**config.mk**
```make
export PLATFORM = sky130hd
export DESIGN_NAME = cpso_datapath
export DESIGN_NICKNAME = d
export VERILOG_FILES = /design/src/rtl/core/cpso_pkg.sv /design/src/rtl/core/cpso_datapath.sv
export SDC_FILE = /design/constraint.sdc
export NUM_CORES = 2
export LEC_CHECK = 0
export ABC_AREA = 1
export BUFFER_PORTS_ARGS = -buffer_cell sky130_fd_sc_hd__buf_2
export CAP_MARGIN = 25
export CORE_AREA = 4 4 386 388
export CTS_CLUSTER_SIZE = 20
export DETAILED_ROUTE_END_ITERATION = 8
export DIE_AREA = 0 0 390 392
export GPL_TIMING_DRIVEN = 0
export PLACE_DENSITY = 0.67
export SYNTH_ARGS = -nofsm -noshare
export SYNTH_HDL_FRONTEND = slang
export SYNTH_SLANG_ARGS = --single-unit
```
**constraint.sdc**
```tcl
create_clock -name clock -period 6.73 [get_ports clock]
set_input_delay 1.6825 -clock clock [delete_from_list [all_inputs] [get_ports clock]]
set_output_delay 1.6825 -clock clock [all_outputs]
set_load 0.02 [all_outputs]
```
**src/rtl/core/cpso_pkg.sv**
```systemverilog
// Shared constants and the command type of the convex polygon overlap test.
package cpso_pkg;

   localparam int VERTEX_BITS = 16;
   localparam int PIPE_DRAIN  = 3;
   localparam int DRAIN_BITS  = 2;

   typedef struct packed {
      logic wr_en;
      logic rd_en;
      logic ld_vi;
      logic ld_axis;
      logic proj_valid;
      logic proj_first;
      logic proj_poly;
   } cpso_cmd_type;

endpackage

```
**src/rtl/core/cpso_datapath.sv**
```systemverilog
// Vertex memory, edge normal, projection pipeline and interval compare.
module cpso_datapath import cpso_pkg::*; #(
   parameter int MAX_VERTICES = 16,
   parameter int COORD_BITS   = 16,
   localparam int IW = $clog2(MAX_VERTICES),
   localparam int AW = IW + 1
) (
   input  logic                          clock,
   input  logic                          reset,
   input  cpso_cmd_type                  cmd,
   input  logic [AW-1:0]                 wr_addr,
   input  logic [AW-1:0]                 rd_addr,
   input  logic signed [VERTEX_BITS-1:0] vertex_x,
   input  logic signed [VERTEX_BITS-1:0] vertex_y,
   output logic                          sep_axis
);

   localparam int CB = COORD_BITS;
   localparam int DW = CB + 1;
   localparam int PW = 2 * CB + 1;
   localparam int SW = 2 * CB + 2;
   localparam int MEM_DEPTH = 2 ** AW;

   logic [2*CB-1:0]   vertex_mem_ff [MEM_DEPTH];
   logic [2*CB-1:0]   rd_data_ff;
   logic signed [CB-1:0] wr_x, wr_y, rd_x, rd_y;

   logic signed [CB-1:0] vi_x_ff, vi_x_in, vi_y_ff, vi_y_in;
   logic signed [DW-1:0] ax_ff, ax_in, ay_ff, ay_in;
   logic signed [PW-1:0] px_ff, px_in, py_ff, py_in;
   logic signed [SW-1:0] sum_ff, sum_in;
   logic signed [SW-1:0] a_lo_ff, a_lo_in, a_hi_ff, a_hi_in;
   logic signed [SW-1:0] b_lo_ff, b_lo_in, b_hi_ff, b_hi_in;

   logic s0_valid_ff, s0_first_ff, s0_poly_ff;
   logic s1_valid_ff, s1_first_ff, s1_poly_ff;
   logic s2_valid_ff, s2_first_ff, s2_poly_ff;

   generate
      if (COORD_BITS <= VERTEX_BITS) begin : g_narrow
         assign wr_x = signed'(vertex_x[CB-1:0]);
         assign wr_y = signed'(vertex_y[CB-1:0]);
      end else begin : g_wide
         assign wr_x = signed'({{(CB-VERTEX_BITS){1'b0}}, vertex_x});
         assign wr_y = signed'({{(CB-VERTEX_BITS){1'b0}}, vertex_y});
      end
   endgenerate

   always_ff @(posedge clock) begin
      if (cmd.wr_en) begin
         vertex_mem_ff[wr_addr] <= {wr_y, wr_x};
      end
      if (cmd.rd_en) begin
         rd_data_ff <= vertex_mem_ff[rd_addr];
      end
   end

   assign rd_x = signed'(rd_data_ff[CB-1:0]);
   assign rd_y = signed'(rd_data_ff[2*CB-1:CB]);

   always_comb begin
      vi_x_in = cmd.ld_vi ? rd_x : vi_x_ff;
      vi_y_in = cmd.ld_vi ? rd_y : vi_y_ff;
      ax_in   = cmd.ld_axis ? (DW'(vi_y_ff) - DW'(rd_y)) : ax_ff;
      ay_in   = cmd.ld_axis ? (DW'(rd_x) - DW'(vi_x_ff)) : ay_ff;
      px_in   = PW'(ax_ff) * PW'(rd_x);
      py_in   = PW'(ay_ff) * PW'(rd_y);
      sum_in  = SW'(px_ff) + SW'(py_ff);
   end

   always_comb begin
      a_lo_in = a_lo_ff;
      a_hi_in = a_hi_ff;
      b_lo_in = b_lo_ff;
      b_hi_in = b_hi_ff;
      if (s2_valid_ff) begin
         if (!s2_poly_ff) begin
            a_lo_in = (s2_first_ff || sum_ff < a_lo_ff) ? sum_ff : a_lo_ff;
            a_hi_in = (s2_first_ff || sum_ff > a_hi_ff) ? sum_ff : a_hi_ff;
         end else begin
            b_lo_in = (s2_first_ff || sum_ff < b_lo_ff) ? sum_ff : b_lo_ff;
            b_hi_in = (s2_first_ff || sum_ff > b_hi_ff) ? sum_ff : b_hi_ff;
         end
      end
   end

   always_ff @(posedge clock) begin
      vi_x_ff <= vi_x_in;
      vi_y_ff <= vi_y_in;
      ax_ff   <= ax_in;
      ay_ff   <= ay_in;
      px_ff   <= px_in;
      py_ff   <= py_in;
      sum_ff  <= sum_in;
      a_lo_ff <= a_lo_in;
      a_hi_ff <= a_hi_in;
      b_lo_ff <= b_lo_in;
      b_hi_ff <= b_hi_in;
      s0_first_ff <= cmd.proj_first;
      s0_poly_ff  <= cmd.proj_poly;
      s1_first_ff <= s0_first_ff;
      s1_poly_ff  <= s0_poly_ff;
      s2_first_ff <= s1_first_ff;
      s2_poly_ff  <= s1_poly_ff;
   end

   always_ff @(posedge clock) begin
      if (reset) begin
         s0_valid_ff <= 1'b0;
         s1_valid_ff <= 1'b0;
         s2_valid_ff <= 1'b0;
      end else begin
         s0_valid_ff <= cmd.proj_valid;
         s1_valid_ff <= s0_valid_ff;
         s2_valid_ff <= s1_valid_ff;
      end
   end

   assign sep_axis = !((a_lo_ff <= b_hi_ff) && (b_lo_ff <= a_hi_ff));

endmodule

```
==> out/metrics.cfg <==
[final_layout]
final_cells = 9731
mostFrequentLayoutCells = edfxtp_1 (1258), inv_1 (1252), nand2_1 (1040)
final_common_cell = edfxtp_1
stdcell_area_um2 = 88100
seq_area_um2 = 40000
num-fill-cells = 11800
drive_above_1_share_pct = 6.14
area_growth_pct = 10.7
nNetsFinal = 8742
final_util_pct = 60.6
multi_input_area_um2 = 33700

[cts]
cts_max_path_buffers = 3
hold_buffers = 0
cts_tree = built
cts_made_buffers = 145
root_buffer = clkbuf_16
cts_sinks = 1367
cts.clk_slew.worst_paths_ns = 0.06
clk-insertion-delay-late_ns = 0.80
cts_max_level = 4

[route]
drc = 0
drtIter0Drc = 6007
finalWirelength_um = 233000
drtPass1Iterations = 6
wire_per_inst_um = 23.9
ant_nets = 0
vias = 56600
via_per_inst = 5.81

[floorplanning]
rows = 140
start_util_pct = 54.7
die_y_um = 392
die_x_um = 390
ios = 52
coreArea_um2 = 145000
dieArea_um2 = 153000

[sta]
tightest_slew_ns = 0.990
whs_ns = 0.327
setup_viol = 0
clock_skew_ns = 0.0669
fin_crit_sh_pct = 96.4
rsz0062_at_grt = false
fmax_ghz = 0.154
fin_crit_ns = 6.49
finalMaxSlewViolations = 0
slew-limit-headroom_pct = 34.0
hold_viol = 0

[job]
drv_cap = 0

[global_route]
grt_pass1_vias = 57100
gr-total-overflow = 0
grt_pass1_wl_um = 349000
grt_max_degree = 35
grt_antenna_before_repair = 5
grt_usage_pct = 30.6

[setup_path]
crit_chain = inv_1, clkbuf_1, nor2_1, fa_1, fa_1, fa_1, fa_1, fa_1, inv_1, fa_1, inv_1, ha_1, nand2_1, nor2_1, inv_1, nor3_1, nand4_1, nand3_1, nand2_1, nand2_1, xor2_1
cpMaxStageDelayCell = clkbuf_1
max_stage_delay_ns = 0.71
crit_top_cell = fa_1
required_ns = 7.41
cp.arrival_ns = 7.17
crit_path_end_kind = flip-flop
critPathKind = reg -> reg
cp-start-kind = flip-flop
path_max_fanout = 11

[yosys]
syn_area_um2 = 79600
ys_top_cells_by_area = edfxtp_1 (47%), fa_1 (14%), ha_1 (6.8%), inv_1 (5.9%), nand2_1 (4.9%)
yosysWarnings = 0
synth_flop_cell = edfxtp_1
ys_seq_elements = 1367
synth.net_count = 8509
synth.distinct_cells = 45
synth.avg_cell_area_um2 = 10.7
async_flop_share_pct = 0
synth_edf_count = 1258
synth_cells = 7468
yosys.area.top_type_share_pct = 47.5
ys_seq_area_share_pct = 50.2
yosys.area.top_type = edfxtp_1

[place]
placed_cells = 9470
gp_congestion = 0.968
port_buffers = 49
place_area_um2 = 83300
hpwl_um = 170000

[worst_hold_path]
hold_path_class = reg -> reg

[run_status]
status = finished, final reports clean

==> layer usage <==
layer  up-vias  GRT usage [%]  share of wire [%]
met4         6           17.8                6.7
met2      2914           52.4                 49
li1      25300              -                  -
met1     27700           37.2                 36
met5         -              0              0.018
met3       675           4.46                8.2
==> cell usage after synthesis (79+ instances only) <==
library cell	instances
edfxtp_1	1258
inv_1	1252
nand2_1	1040
nor2_1	809
o21ai_0	609
fa_1	555
ha_1	435
a21oi_1	246
clkbuf_1	245
o221ai_1	183
nand3_1	167
dfxtp_1	109
xor2_1	79
==> registers in the layout, indices dropped and copies added (netlist names) <==
| name | cells |
|---|---|
| vertex_mem_ff | 1024 |
| a_hi_ff | 34 |
| a_lo_ff | 34 |
| b_hi_ff | 34 |
| b_lo_ff | 34 |
| sum_ff | 34 |
| px_ff | 33 |
| py_ff | 33 |
| rd_data_ff | 32 |
| ax_ff | 17 |
| ay_ff | 17 |
| vi_x_ff | 16 |
| vi_y_ff | 16 |
| s0_first_ff | 1 |
| s0_poly_ff | 1 |
| s0_valid_ff | 1 |
| s1_first_ff | 1 |
| s1_poly_ff | 1 |
| s1_valid_ff | 1 |
| s2_first_ff | 1 |
| s2_poly_ff | 1 |
| s2_valid_ff | 1 |
==> layout make-up <==
| class | instances | area share (%) |
|---|---|---|
| Tap cell | 1917 | 2.72 |
| Timing Repair Buffer | 98 | 1.28 |
| Antenna cell | 1 | 0.00284 |
| Buffer | 324 | 1.69 |
| Inverter | 1255 | 5.36 |
| Clock buffer | 179 | 4.36 |
| Sequential cell | 1367 | 45.4 |
| Multi-Input combinational cell | 4510 | 38.3 |
| Clock inverter | 80 | 0.942 |
==> what timing repair did <==
action / CTS / global route
setup endpoints to repair: 17 / 26
gates resized for setup: 11 / 71
buffers inserted: 2 / 11
cloned: 0 / 0
==> critical path: cells and delay by family, from the launching register on <==
family	cells	cell delay, ns
buf+inv	5	1.35
xor+xnor	1	0.22
flops	1	0.39
simple gates	8	1.03
fa+ha+maj	7	3.39
==> path summary, 6_finish.rpt <==
check	cells after the start	endpoint	slack [ns]	startpoint
hold / removal	0	s2_poly_ff	0.33	s1_poly_ff
setup / recovery	21	py_ff[27]	0.24	rd_data_ff[31]
setup reg to reg	21	py_ff[27]	0.24	rd_data_ff[31]
hold reg to reg	0	s2_poly_ff	0.33	s1_poly_ff
==> logic make-up after synthesis <==
kind of cell | share of synthesized area [%]
xor+xnor | 1.34
flops | 50.2
fa+ha+maj | 20.8
compound gates | 9.43
buf+inv | 7.79
simple gates | 10.4
==> stage by stage <==
stage          worst slack (ns)  setup TNS [ns]
5_1_grt                 0.00509               0
6_report                  0.240               0
2_1_floorplan              1.15               0
4_1_cts                  0.0372               0
3_3_place_gp             -0.387           -2.47
3_5_place_dp             -0.380           -3.29
Power is not shown: default switching activity piles up to over one toggle a cycle in this logic, so the estimate is an artifact.
